<file path="src/bjse_pkg.sv">
// Shared types, constants and character functions for the JSON string encoder.
package bjse_pkg;

  localparam int unsigned QueueDepth = 4;

  localparam logic [15:0] CapacityReset = 16'd64;
  localparam logic [16:0] Headroom      = 17'd6;

  localparam logic [7:0] CharBackslash = 8'h5C;
  localparam logic [7:0] CharQuote     = 8'h22;
  localparam logic [7:0] CharU         = 8'h75;
  localparam logic [7:0] CharZero      = 8'h30;
  localparam logic [7:0] CharNul       = 8'h00;
  localparam logic [7:0] CharUpperA    = 8'h41;
  localparam logic [7:0] CtrlLimit     = 8'h20;
  localparam logic [7:0] HighLimit     = 8'h80;
  localparam logic [7:0] Utf8Lead      = 8'hC0;
  localparam logic [7:0] Utf8Cont      = 8'h80;
  localparam logic [7:0] LowMask       = 8'h3F;

  localparam logic [2:0] AddrCapacity = 3'd0;

  typedef struct packed {
    logic [7:0] in_byte;
    logic       last_byte;
  } in_item_t;

  typedef struct packed {
    logic [7:0]  out_char;
    logic        end_of_string;
    logic [15:0] total_length;
  } out_item_t;

  typedef enum logic [2:0] {
    KIND_NONE,
    KIND_PLAIN,
    KIND_ESC,
    KIND_CTRL,
    KIND_UTF8
  } kind_e;

  typedef struct packed {
    kind_e       kind;
    logic [7:0]  data;
    logic        last;
    logic [15:0] length;
  } desc_t;

  function automatic logic [7:0] hex_digit(input logic [3:0] v);
    logic [7:0] r;
    if (v < 4'd10) begin
      r = CharZero + {4'd0, v};
    end else begin
      r = CharUpperA + {4'd0, v} - 8'd10;
    end
    return r;
  endfunction

  function automatic logic [2:0] kind_len(input kind_e k);
    logic [2:0] r;
    case (k)
      KIND_PLAIN: r = 3'd1;
      KIND_ESC:   r = 3'd2;
      KIND_CTRL:  r = 3'd6;
      KIND_UTF8:  r = 3'd2;
      default:    r = 3'd0;
    endcase
    return r;
  endfunction

  function automatic logic [7:0] esc_char(input kind_e k, input logic [7:0] b,
                                          input logic [2:0] idx);
    logic [7:0] r;
    r = CharNul;
    case (k)
      KIND_PLAIN: r = b;
      KIND_ESC:   r = (idx == 3'd0) ? CharBackslash : b;
      KIND_UTF8:  r = (idx == 3'd0) ? (Utf8Lead | {6'd0, b[7:6]}) : (Utf8Cont | (b & LowMask));
      KIND_CTRL: begin
        case (idx)
          3'd0:    r = CharBackslash;
          3'd1:    r = CharU;
          3'd2:    r = CharZero;
          3'd3:    r = CharZero;
          3'd4:    r = hex_digit(b[7:4]);
          3'd5:    r = hex_digit(b[3:0]);
          default: r = CharNul;
        endcase
      end
      default:    r = CharNul;
    endcase
    return r;
  endfunction

endpackage

</file>
<file path="src/bytes_to_json_string_encoder.sv">
// Top level of the byte stream to JSON string text encoder.
//
// Input side is a queue: drive in_data_i and push; a byte is taken on a
// clock edge with push high and full low. Result side is a queue too: while
// empty is low the oldest character sits on out_data_o and pop takes it.
// A byte becomes one character (plain ASCII), two (quote, backslash, byte of
// 0x80 and above) or six (control byte); on a byte marked last a terminator
// follows with end_of_string set and total_length holding the string length.
// Once the count plus 6 reaches out_capacity, bytes are dropped.
// The first character of a byte passes through the queue and then the result
// register. Throughput: one character per cycle while pop is high, paced by the
// result register, so one byte per cycle for plain bytes; an expanding byte
// holds the back end until its characters are out and the queue of QueueDepth
// entries absorbs that until full rises. A stalled receiver holds the result
// register, the queue fills and full stops the sender.
// Reset empties the queue and result register, clears the count and sets
// out_capacity to 64. out_capacity is the APB register at byte address 0.
module bytes_to_json_string_encoder #(
  parameter int unsigned QueueDepth = bjse_pkg::QueueDepth
) (
  input  logic                clk_i,
  input  logic                rst_ni,
  input  logic                push,
  input  bjse_pkg::in_item_t  in_data_i,
  output logic                full,
  input  logic                pop,
  output logic                empty,
  output bjse_pkg::out_item_t out_data_o,
  input  logic                psel,
  input  logic                penable,
  input  logic                pwrite,
  input  logic [2:0]          paddr,
  input  logic [31:0]         pwdata,
  output logic [31:0]         prdata,
  output logic                pready
);

  logic [15:0]     capacity_q, capacity_d;
  logic            q_push, q_full, q_pop, q_empty;
  bjse_pkg::desc_t q_in, q_head;

  assign pready = 1'b1;
  assign prdata = (paddr == bjse_pkg::AddrCapacity) ? {16'd0, capacity_q} : 32'd0;

  always_comb begin
    capacity_d = capacity_q;
    if (psel && penable && pwrite && paddr == bjse_pkg::AddrCapacity) begin
      capacity_d = pwdata[15:0];
    end
  end

  always_ff @(posedge clk_i or negedge rst_ni) begin
    if (!rst_ni) begin
      capacity_q <= bjse_pkg::CapacityReset;
    end else begin
      capacity_q <= capacity_d;
    end
  end

  bjse_front u_front (
    .clk_i      (clk_i),
    .rst_ni     (rst_ni),
    .push_i     (push),
    .in_item_i  (in_data_i),
    .capacity_i (capacity_q),
    .q_full_i   (q_full),
    .full_o     (full),
    .q_push_o   (q_push),
    .q_desc_o   (q_in)
  );

  bjse_queue #(
    .Depth (QueueDepth)
  ) u_queue (
    .clk_i   (clk_i),
    .rst_ni  (rst_ni),
    .push_i  (q_push),
    .data_i  (q_in),
    .full_o  (q_full),
    .pop_i   (q_pop),
    .empty_o (q_empty),
    .data_o  (q_head)
  );

  bjse_back u_back (
    .clk_i      (clk_i),
    .rst_ni     (rst_ni),
    .q_empty_i  (q_empty),
    .q_head_i   (q_head),
    .q_pop_o    (q_pop),
    .pop_i      (pop),
    .empty_o    (empty),
    .out_item_o (out_data_o)
  );

endmodule

</file>
<file path="src/bjse_front.sv">
// Front end: accepts bytes, classifies them, applies the capacity test and keeps the count.
module bjse_front (
  input  logic                 clk_i,
  input  logic                 rst_ni,
  input  logic                 push_i,
  input  bjse_pkg::in_item_t   in_item_i,
  input  logic [15:0]          capacity_i,
  input  logic                 q_full_i,
  output logic                 full_o,
  output logic                 q_push_o,
  output bjse_pkg::desc_t      q_desc_o
);

  logic [15:0]     count_q, count_d;
  logic            accept;
  logic            room;
  bjse_pkg::kind_e kind;
  logic [2:0]      n_chars;
  logic [15:0]     new_count;

  assign full_o = q_full_i;
  assign accept = push_i && !q_full_i;
  assign room   = ({1'b0, count_q} + bjse_pkg::Headroom) < {1'b0, capacity_i};

  always_comb begin
    kind = bjse_pkg::KIND_NONE;
    if (room) begin
      if (in_item_i.in_byte == bjse_pkg::CharQuote ||
          in_item_i.in_byte == bjse_pkg::CharBackslash) begin
        kind = bjse_pkg::KIND_ESC;
      end else if (in_item_i.in_byte < bjse_pkg::CtrlLimit) begin
        kind = bjse_pkg::KIND_CTRL;
      end else if (in_item_i.in_byte < bjse_pkg::HighLimit) begin
        kind = bjse_pkg::KIND_PLAIN;
      end else begin
        kind = bjse_pkg::KIND_UTF8;
      end
    end
  end

  assign n_chars   = bjse_pkg::kind_len(kind);
  assign new_count = count_q + {13'd0, n_chars};

  // drop bytes that produce nothing unless they close the string
  assign q_push_o = accept && (kind != bjse_pkg::KIND_NONE || in_item_i.last_byte);

  always_comb begin
    q_desc_o.kind   = kind;
    q_desc_o.data   = in_item_i.in_byte;
    q_desc_o.last   = in_item_i.last_byte;
    q_desc_o.length = new_count;
  end

  always_comb begin
    count_d = count_q;
    if (accept) begin
      count_d = in_item_i.last_byte ? 16'd0 : new_count;
    end
  end

  always_ff @(posedge clk_i or negedge rst_ni) begin
    if (!rst_ni) begin
      count_q <= 16'd0;
    end else begin
      count_q <= count_d;
    end
  end

endmodule

</file>
<file path="src/bjse_queue.sv">
// Small register queue of classified bytes between front and back end.
module bjse_queue #(
  parameter int unsigned Depth = bjse_pkg::QueueDepth
) (
  input  logic            clk_i,
  input  logic            rst_ni,
  input  logic            push_i,
  input  bjse_pkg::desc_t data_i,
  output logic            full_o,
  input  logic            pop_i,
  output logic            empty_o,
  output bjse_pkg::desc_t data_o
);

  localparam int unsigned PtrW = (Depth > 1) ? $clog2(Depth) : 1;
  localparam int unsigned CntW = $clog2(Depth + 1);
  localparam logic [PtrW-1:0] LastPtr = PtrW'(Depth - 1);
  localparam logic [CntW-1:0] FullCnt = CntW'(Depth);

  bjse_pkg::desc_t mem_q [Depth];
  logic [PtrW-1:0] wptr_q, wptr_d, rptr_q, rptr_d;
  logic [CntW-1:0] cnt_q, cnt_d;
  logic            do_push, do_pop;

  assign full_o  = (cnt_q == FullCnt);
  assign empty_o = (cnt_q == '0);
  assign data_o  = mem_q[rptr_q];
  assign do_push = push_i && !full_o;
  assign do_pop  = pop_i && !empty_o;

  always_comb begin
    wptr_d = wptr_q;
    rptr_d = rptr_q;
    cnt_d  = cnt_q;
    if (do_push) begin
      wptr_d = (wptr_q == LastPtr) ? '0 : wptr_q + 1'b1;
    end
    if (do_pop) begin
      rptr_d = (rptr_q == LastPtr) ? '0 : rptr_q + 1'b1;
    end
    if (do_push && !do_pop) begin
      cnt_d = cnt_q + 1'b1;
    end else if (do_pop && !do_push) begin
      cnt_d = cnt_q - 1'b1;
    end
  end

  always_ff @(posedge clk_i or negedge rst_ni) begin
    if (!rst_ni) begin
      wptr_q <= '0;
      rptr_q <= '0;
      cnt_q  <= '0;
    end else begin
      wptr_q <= wptr_d;
      rptr_q <= rptr_d;
      cnt_q  <= cnt_d;
    end
  end

  always_ff @(posedge clk_i) begin
    if (do_push) begin
      mem_q[wptr_q] <= data_i;
    end
  end

endmodule

</file>
<file path="src/bjse_back.sv">
// Back end: expands each classified byte into characters and drives the result register.
module bjse_back (
  input  logic                clk_i,
  input  logic                rst_ni,
  input  logic                q_empty_i,
  input  bjse_pkg::desc_t     q_head_i,
  output logic                q_pop_o,
  input  logic                pop_i,
  output logic                empty_o,
  output bjse_pkg::out_item_t out_item_o
);

  logic                valid_q, valid_d;
  logic [2:0]          idx_q, idx_d;
  bjse_pkg::out_item_t item_q, item_d;
  logic [2:0]          n_chars;
  logic [2:0]          total;
  logic                load;
  logic                final_beat;

  assign n_chars    = bjse_pkg::kind_len(q_head_i.kind);
  assign total      = n_chars + {2'd0, q_head_i.last};
  assign load       = !q_empty_i && (!valid_q || pop_i);
  assign final_beat = (idx_q == total - 3'd1);
  assign q_pop_o    = load && final_beat;
  assign empty_o    = !valid_q;
  assign out_item_o = item_q;

  always_comb begin
    if (idx_q == n_chars) begin
      item_d.out_char      = bjse_pkg::CharNul;
      item_d.end_of_string = 1'b1;
      item_d.total_length  = q_head_i.length;
    end else begin
      item_d.out_char      = bjse_pkg::esc_char(q_head_i.kind, q_head_i.data, idx_q);
      item_d.end_of_string = 1'b0;
      item_d.total_length  = 16'd0;
    end
  end

  always_comb begin
    idx_d   = idx_q;
    valid_d = valid_q;
    if (load) begin
      idx_d   = final_beat ? 3'd0 : idx_q + 3'd1;
      valid_d = 1'b1;
    end else if (pop_i) begin
      valid_d = 1'b0;
    end
  end

  always_ff @(posedge clk_i or negedge rst_ni) begin
    if (!rst_ni) begin
      valid_q <= 1'b0;
      idx_q   <= 3'd0;
    end else begin
      valid_q <= valid_d;
      idx_q   <= idx_d;
    end
  end

  always_ff @(posedge clk_i) begin
    if (load) begin
      item_q <= item_d;
    end
  end

endmodule

</file>
<file path="config.mk">
export PLATFORM = sky130hd
export DESIGN_NAME = bytes_to_json_string_encoder
export DESIGN_NICKNAME = d
export VERILOG_FILES = /design/src/bjse_pkg.sv /design/src/bytes_to_json_string_encoder.sv /design/src/bjse_front.sv /design/src/bjse_queue.sv /design/src/bjse_back.sv
export SDC_FILE = /design/constraint.sdc
export NUM_CORES = 1
export LEC_CHECK = 0
export ABC_AREA = 1
export BUFFER_PORTS_ARGS = -buffer_cell sky130_fd_sc_hd__buf_4
export CORE_AREA = 5 5 131 133
export CTS_CLUSTER_DIAMETER = 150
export DETAILED_ROUTE_END_ITERATION = 10
export DIE_AREA = 0 0 136 138
export MAX_ROUTING_LAYER = met4
export PLACE_DENSITY = 0.83
export SLEW_MARGIN = 0
export SYNTH_ARGS = -nofsm -noshare
export SYNTH_HDL_FRONTEND = slang
export SYNTH_SLANG_ARGS = --single-unit
</file>
<file path="constraint.sdc">
create_clock -name clk_i -period 4.6 [get_ports clk_i]
set_clock_uncertainty 0.05 [all_clocks]
set_input_delay 0.46 -clock clk_i [delete_from_list [all_inputs] [get_ports clk_i]]
set_output_delay 0.46 -clock clk_i [all_outputs]
set_load 0.05 [all_outputs]
</file>
# ---- After elaboration in Yosys (flattened, before gate mapping)
# Memory sizes are Yosys's and may differ from the RTL's.
# Cells that the tools add are included.
dict set report classes {
  add_sub_neg 15
  magnitude_cmp 5
  eq_ne 20
  mux 24
  reduce_logical 28
}
# op n
set ops {}
lappend ops {{case mux 8 bit (5 select lines)} 1}
lappend ops {{2-to-1 mux 16 bit} 2}
lappend ops {{case mux 8 bit (4 select lines)} 1}
lappend ops {{2-to-1 mux 8 bit} 3}
lappend ops {{2-to-1 mux 3 bit} 7}
lappend ops {{equality test 3 x 2 -> 1 bit (second input constant)} 6}
lappend ops {{case mux 3 bit (3 select lines)} 2}
lappend ops {{adder 16 x 3 -> 17 bit (second input constant)} 1}
lappend ops {{less-than comparator 17 x 16 -> 1 bit} 1}
lappend ops {{2-to-1 mux 17 bit} 1}
lappend ops {{adder 16 x 3 -> 16 bit} 1}
lappend ops {{adder 7 x 4 -> 8 bit (first input constant)} 2}
lappend ops {{subtractor 8 x 4 -> 8 bit (second input constant)} 2}
lappend ops {{equality test 3 bit (second input constant)} 5}
lappend ops {{adder 6 x 4 -> 7 bit (first input constant)} 2}
lappend ops {{logical AND 1 bit} 11}
lappend ops {{equality test 3 x 1 -> 1 bit (second input constant)} 3}
lappend ops {{logical NOT 3 bit} 3}
lappend ops {{equality test 8 x 6 -> 1 bit (second input constant)} 1}
lappend ops {{equality test 8 x 7 -> 1 bit (second input constant)} 1}
lappend ops {{less-than comparator 4 bit (second input constant)} 2}
lappend ops {{less-than comparator 8 x 6 -> 1 bit (second input constant)} 1}
lappend ops {{less-than comparator 8 bit (second input constant)} 1}
lappend ops {{2-to-1 mux 7 bit} 1}
lappend ops {{other kinds (13)} 31}
dict set report word_totals {
  register_bits 68
  ram_bits 112
  in_bits 51
  out_inout_bits 60
  elab_cells 103
  n_memories 1
}
# name words word_bits rd rd_ports_with_merged_regs wr line_no
set memory_table {}
lappend memory_table {u_queue.mem_q 4 28 1 0 1 bjse_queue.sv:20} ;# bjse_pkg::desc_t mem_q [Depth];

# ---- Depth between registers and ports, before layout
dict set report logic_depth {
  depth_word 13
  ltp_mapped 26
}

# ---- By module
# A second synthesis with hierarchy kept.
dict set report hier_totals {
  hier_cells 1039
  area_unflattened_um2 9930.8
}
# mod instances cells_per_inst area_each_um2 seq_area_each_um2
set modules_own_cells {}
lappend modules_own_cells {bjse_queue 1 387 5082.4 3538.4}
lappend modules_own_cells {bjse_front 1 295 1955.6 400.4}
lappend modules_own_cells {bjse_back 1 228 1841.8 850.8}
lappend modules_own_cells {bytes_to_json_string_encoder 1 129 1051.0 401.6}

# ---- Worst setup path after synthesis
# OpenSTA, ideal clock, no wires.
dict set report synth_path {
  path_type {register -> register}
  from {reg u_front.count_q[1]}
  to {mem u_queue.mem_q[0][0] (netlist name), enable pin}
  setup_ns 0.413
  arrival_ns 3.524
  setup_slack_ns 0.613
  stages_incl_launch_ff 15
  path_buffers 0
  cell_sequence {dfrtp_1 > inv_1 > ha_1 > nor2_1 > nand2_1 > nor3_1 > xor2_1 > ha_1 > inv_1 > o211ai_1 > nor2_1 > nand3_1 > nand2_1 > nand2_1 > nor2_1}
}
dict set report synth_via {
  elab_chain_cells 9
}
# element line_no
set synth_rtl {}
lappend synth_rtl {{start: declaration} bjse_front.sv:14} ;# logic [15:0] count_q, count_d;
lappend synth_rtl {{start signal: assignment} bjse_front.sv:65} ;# count_q <= count_d;
lappend synth_rtl {{adder 16 x 3 -> 17 bit} bjse_front.sv:23} ;# assign room = ({1'b0, count_q} + bjse_pkg::Headroom) < {1'b0, capacity_i};
lappend synth_rtl {{less-than comparator 17 x 16 -> 1 bit} bjse_front.sv:23}
lappend synth_rtl {{2-to-1 mux 3 bit} bjse_front.sv:27} ;# if (room) begin
lappend synth_rtl {{nonzero test 3 bit} bjse_front.sv:45} ;# assign q_push_o = accept && (kind != bjse_pkg::KIND_NONE || in_item_i.last_byte);
lappend synth_rtl {{logical OR 1 bit} bjse_front.sv:45}
lappend synth_rtl {{logical AND 1 bit} bjse_front.sv:45}
lappend synth_rtl {{logical AND 1 bit} bjse_queue.sv:28} ;# assign do_push = push_i && !full_o;
lappend synth_rtl {{2-to-1 mux 1 bit} bjse_queue.sv:61} ;# if (do_push) begin
lappend synth_rtl {{2-to-1 mux 1 bit (not written as such)} bjse_queue.sv:62} ;# mem_q[wptr_q] <= data_i;
lappend synth_rtl {{end: declaration} bjse_queue.sv:20}
# Every way passes these cells.

==> impl_metrics.json <==
{
  "outcome": "finished, final reports clean",
  "core_area_mm2": 0.0157,
  "grt_usage_pct": 22.0,
  "setup_viol": 0,
  "min_path_type": "input pin to flop",
  "wl_um": 19800,
  "setup.worst_path.class": "flop to flop",
  "cts_tree": "done",
  "synth_top_family_by_area": "simple AND/OR/NAND/NOR gates",
  "finalCritPeriodShare_pct": 93.5,
  "setup_slack_ps": 297,
  "cap_violations": 0,
  "post-route-drc-count": 0,
  "start_util_pct": 57.2,
  "grt_pass1_vias": 6505,
  "endpoint_kind": "flop",
  "vias_per_cell": 5.41,
  "synthAdderAreaFrac_pct": 5.18,
  "pre_cts_slack_ps": 118,
  "synth_compound_area_share_pct": 7.94,
  "ys_seq_area_share_pct": 57.8,
  "syn_area_per_cell_um2": 9.85,
  "grt_max_degree": 45,
  "p_leak_nw": 4.58,
  "insertion_delay_ps": 430,
  "dp_hpwl_um": 12700,
  "global_route.usage.met2_pct": 35.2,
  "grt.overflow.total": 0,
  "vdd_drop_max_mv": 0.408,
  "synth_xor_area_share_pct": 3.12,
  "clkSinkCount": 180,
  "use_met3_pct": 4.32,
  "cts-buffers-inserted": 17,
  "final_cell_mix": "nand2_1, edfxtp_1, nor2_1",
  "tightest_slew_ps": 1070,
  "h-tree-depth": 4,
  "antenna_found_initial": 0,
  "syn_to_final_growth_pct": 17.4,
  "drt_iter0_drc": 736,
  "grtUsageMet1_pct": 27.9,
  "synth_cell_types": 43,
  "power_density_mw_per_mm2": 661,
  "fin_crit_ps": 4300,
  "max_slew_margin_pct": 28.3,
  "dr_total_vias": 6687,
  "die_w_um": 136,
  "nets": 1093,
  "gp_congestion": 0.900,
  "drt_pre_antenna_iters": 6,
  "setup-tns-final_ps": 0,
  "cts.path.max_buffers": 2,
  "drv_slew": 0,
  "grt_pass1_wl_um": 31700,
  "final_common_cell": "nand2_1",
  "syn_inst": 912,
  "post_drt_wl_per_cell_um": 16.0,
  "io_pins": 111,
  "synth_simple_gate_area_share_pct": 18.7,
  "hold_viol_final": 0,
  "port_buffers": 77,
  "synthesis.area_mm2": 0.00898,
  "rsz0062_at_grt": "no",
  "yosys_warnings": 0,
  "critPathArrivalTime_ps": 4620,
  "die_h_um": 138,
  "busiest_layer": "met2",
  "post_synth_mux_area_share_pct": 0,
  "drive_gt1_share_pct": 18.8,
  "clk_pin_slew_ps": 70,
  "required_ps": 4920,
  "diodes": 0,
  "max_freq_mhz": 232,
  "row_count": 46,
  "crit_fanout": 5,
  "worstSetupStartpointType": "flop",
  "root_buffer": "clkbuf_16",
  "die-area_mm2": 0.0188,
  "ant_nets": 0,
  "synth_seq_cells": 180
}
-- layout make-up --
cell class              instances  area [µm²]
clock buffers                  21         460
clock inverters                11         173
multi-input cells             604        3280
repair buffers                104         783
well taps                     216         270
inverters                      99         374
fillers                      1144        5170
flip-flops and latches        180        5190
-- timing repair --
| action | CTS | global route |
|---|---|---|
| setup endpoints to repair | 0 | 34 |
| buffers inserted | 0 | 7 |
| hold endpoints to repair | 33 | 0 |
| gates resized for setup | 0 | 19 |
| hold buffers | 1 | 0 |
-- synth_stat cells --
cell type  number  area (µm²)
inv_4           1        6.26
buf_1           2        7.51
dfrtp_1        42        1050
inv_1          93         349
edfxtp_1      137        4110
clkbuf_1       16        60.1
o21bai_1        1        7.51
a31oi_1         2        12.5
a22o_1          1        8.76
conb_1          2        7.51
o211ai_1        3        22.5
a21oi_2        10        87.6
or2_2           1        6.26
xor2_1         28         245
ha_1           34         425
nand2_1       173         649
nand4_2         1        12.5
a32o_1          1        10.0
a21boi_0        1        7.51
or3_1           1        6.26
nand2_4         2        22.5
fa_1            2        40.0
o21ai_4         1        16.3
nor2_8          2        40.0
dfstp_2         1        26.3
nand2_2         9        56.3
nand3_4         1        17.5
a22oi_1         1        7.51
buf_4          18         135
nand3_1        50         250
nor2_1        131         492
a21oi_1        28         140
buf_6           4        45.0
o22ai_1         2        12.5
nor3_1         10        50.1
xnor2_1         4        35.0
buf_2           4        20.0
nor2_4          1        11.3
nand3_2         1        10.0
o21ai_0        76         380
nor4_1          1        6.26
inv_2           5        18.8
nand4_1         8        50.1
-- registers in the layout, summed over array words and instances (netlist names) --
signal             flops
u_queue.mem_q        112
u_back.out_item_o     25
capacity_q            16
u_front.count_q       16
u_back.idx_q           3
u_queue.cnt_q          3
u_queue.rptr_q         2
u_queue.wptr_q         2
u_back.valid_q         1
-- through the flow --
step	std cells	area [µm²]	total power [W]	hold WS [ps]	utilization, %
after floorplan	927	9040	0.00466	114	-
after global placement	1195	9780	0.00529	435	62.3
after detailed placement	1195	9780	0.00541	438	62.3
after CTS	1228	10400	0.00698	154	66.4
after global routing	1235	10500	0.00742	176	67.1
final	1235	10500	0.00697	169	67.1
-- final timing paths --
path,start,end,slack [ps],depth (start not counted)
min,pop,u_back.valid_q,170,2
min in group asynchronous,rst_ni,capacity_q[10],530,2
max in group asynchronous,rst_ni,u_front.count_q[1],3540,2
max,u_front.count_q[1],u_front.count_q[12],300,25
max reg2reg,u_front.count_q[1],u_front.count_q[12],300,25
min reg2reg,u_queue.wptr_q[1],u_queue.wptr_q[1],490,2
-- per-layer routing --
layer	routed length (µm)	vias to the layer above
li1	-	3186
met1	7960	3145
met2	9850	300
met3	1570	56
met4	430	0
met5	0	-
-- critical path, stage by stage, from the launching register on --
cell and delay, ps:
dfrtp_2 390, inv_1 80, ha_1 230, nor2_1 130
buf_4 150, nand2_1 80, nor3_2 190, xor2_1 180
ha_1 260, nand3_1 110, nor2_1 50, nor2_1 140
nand3_2 140, nor2_2 120, nand2_1 110, nor2_2 150
ha_2 210, fa_2 210, nand2_1 90, a21oi_2 170
nand2_1 110, nor2_2 160, nand2_1 120, nor2_2 170
xor2_2 260, a22o_1 170
-- kinds of logic after synthesis --
logic type	count (synthesis)
AO/OA/AOI/OAI	127
XOR/XNOR	32
adder cells (fa/ha/maj)	36
buffers and inverters	143
flip-flops	180
other	2
AND/OR/NAND/NOR	392
-- report_power, final --
part           switching (W)  internal, W
sequential          0.000150      0.00227
combinational        0.00213     0.000877
clock               0.000604     0.000943
Power figures use the tool's default switching activity.
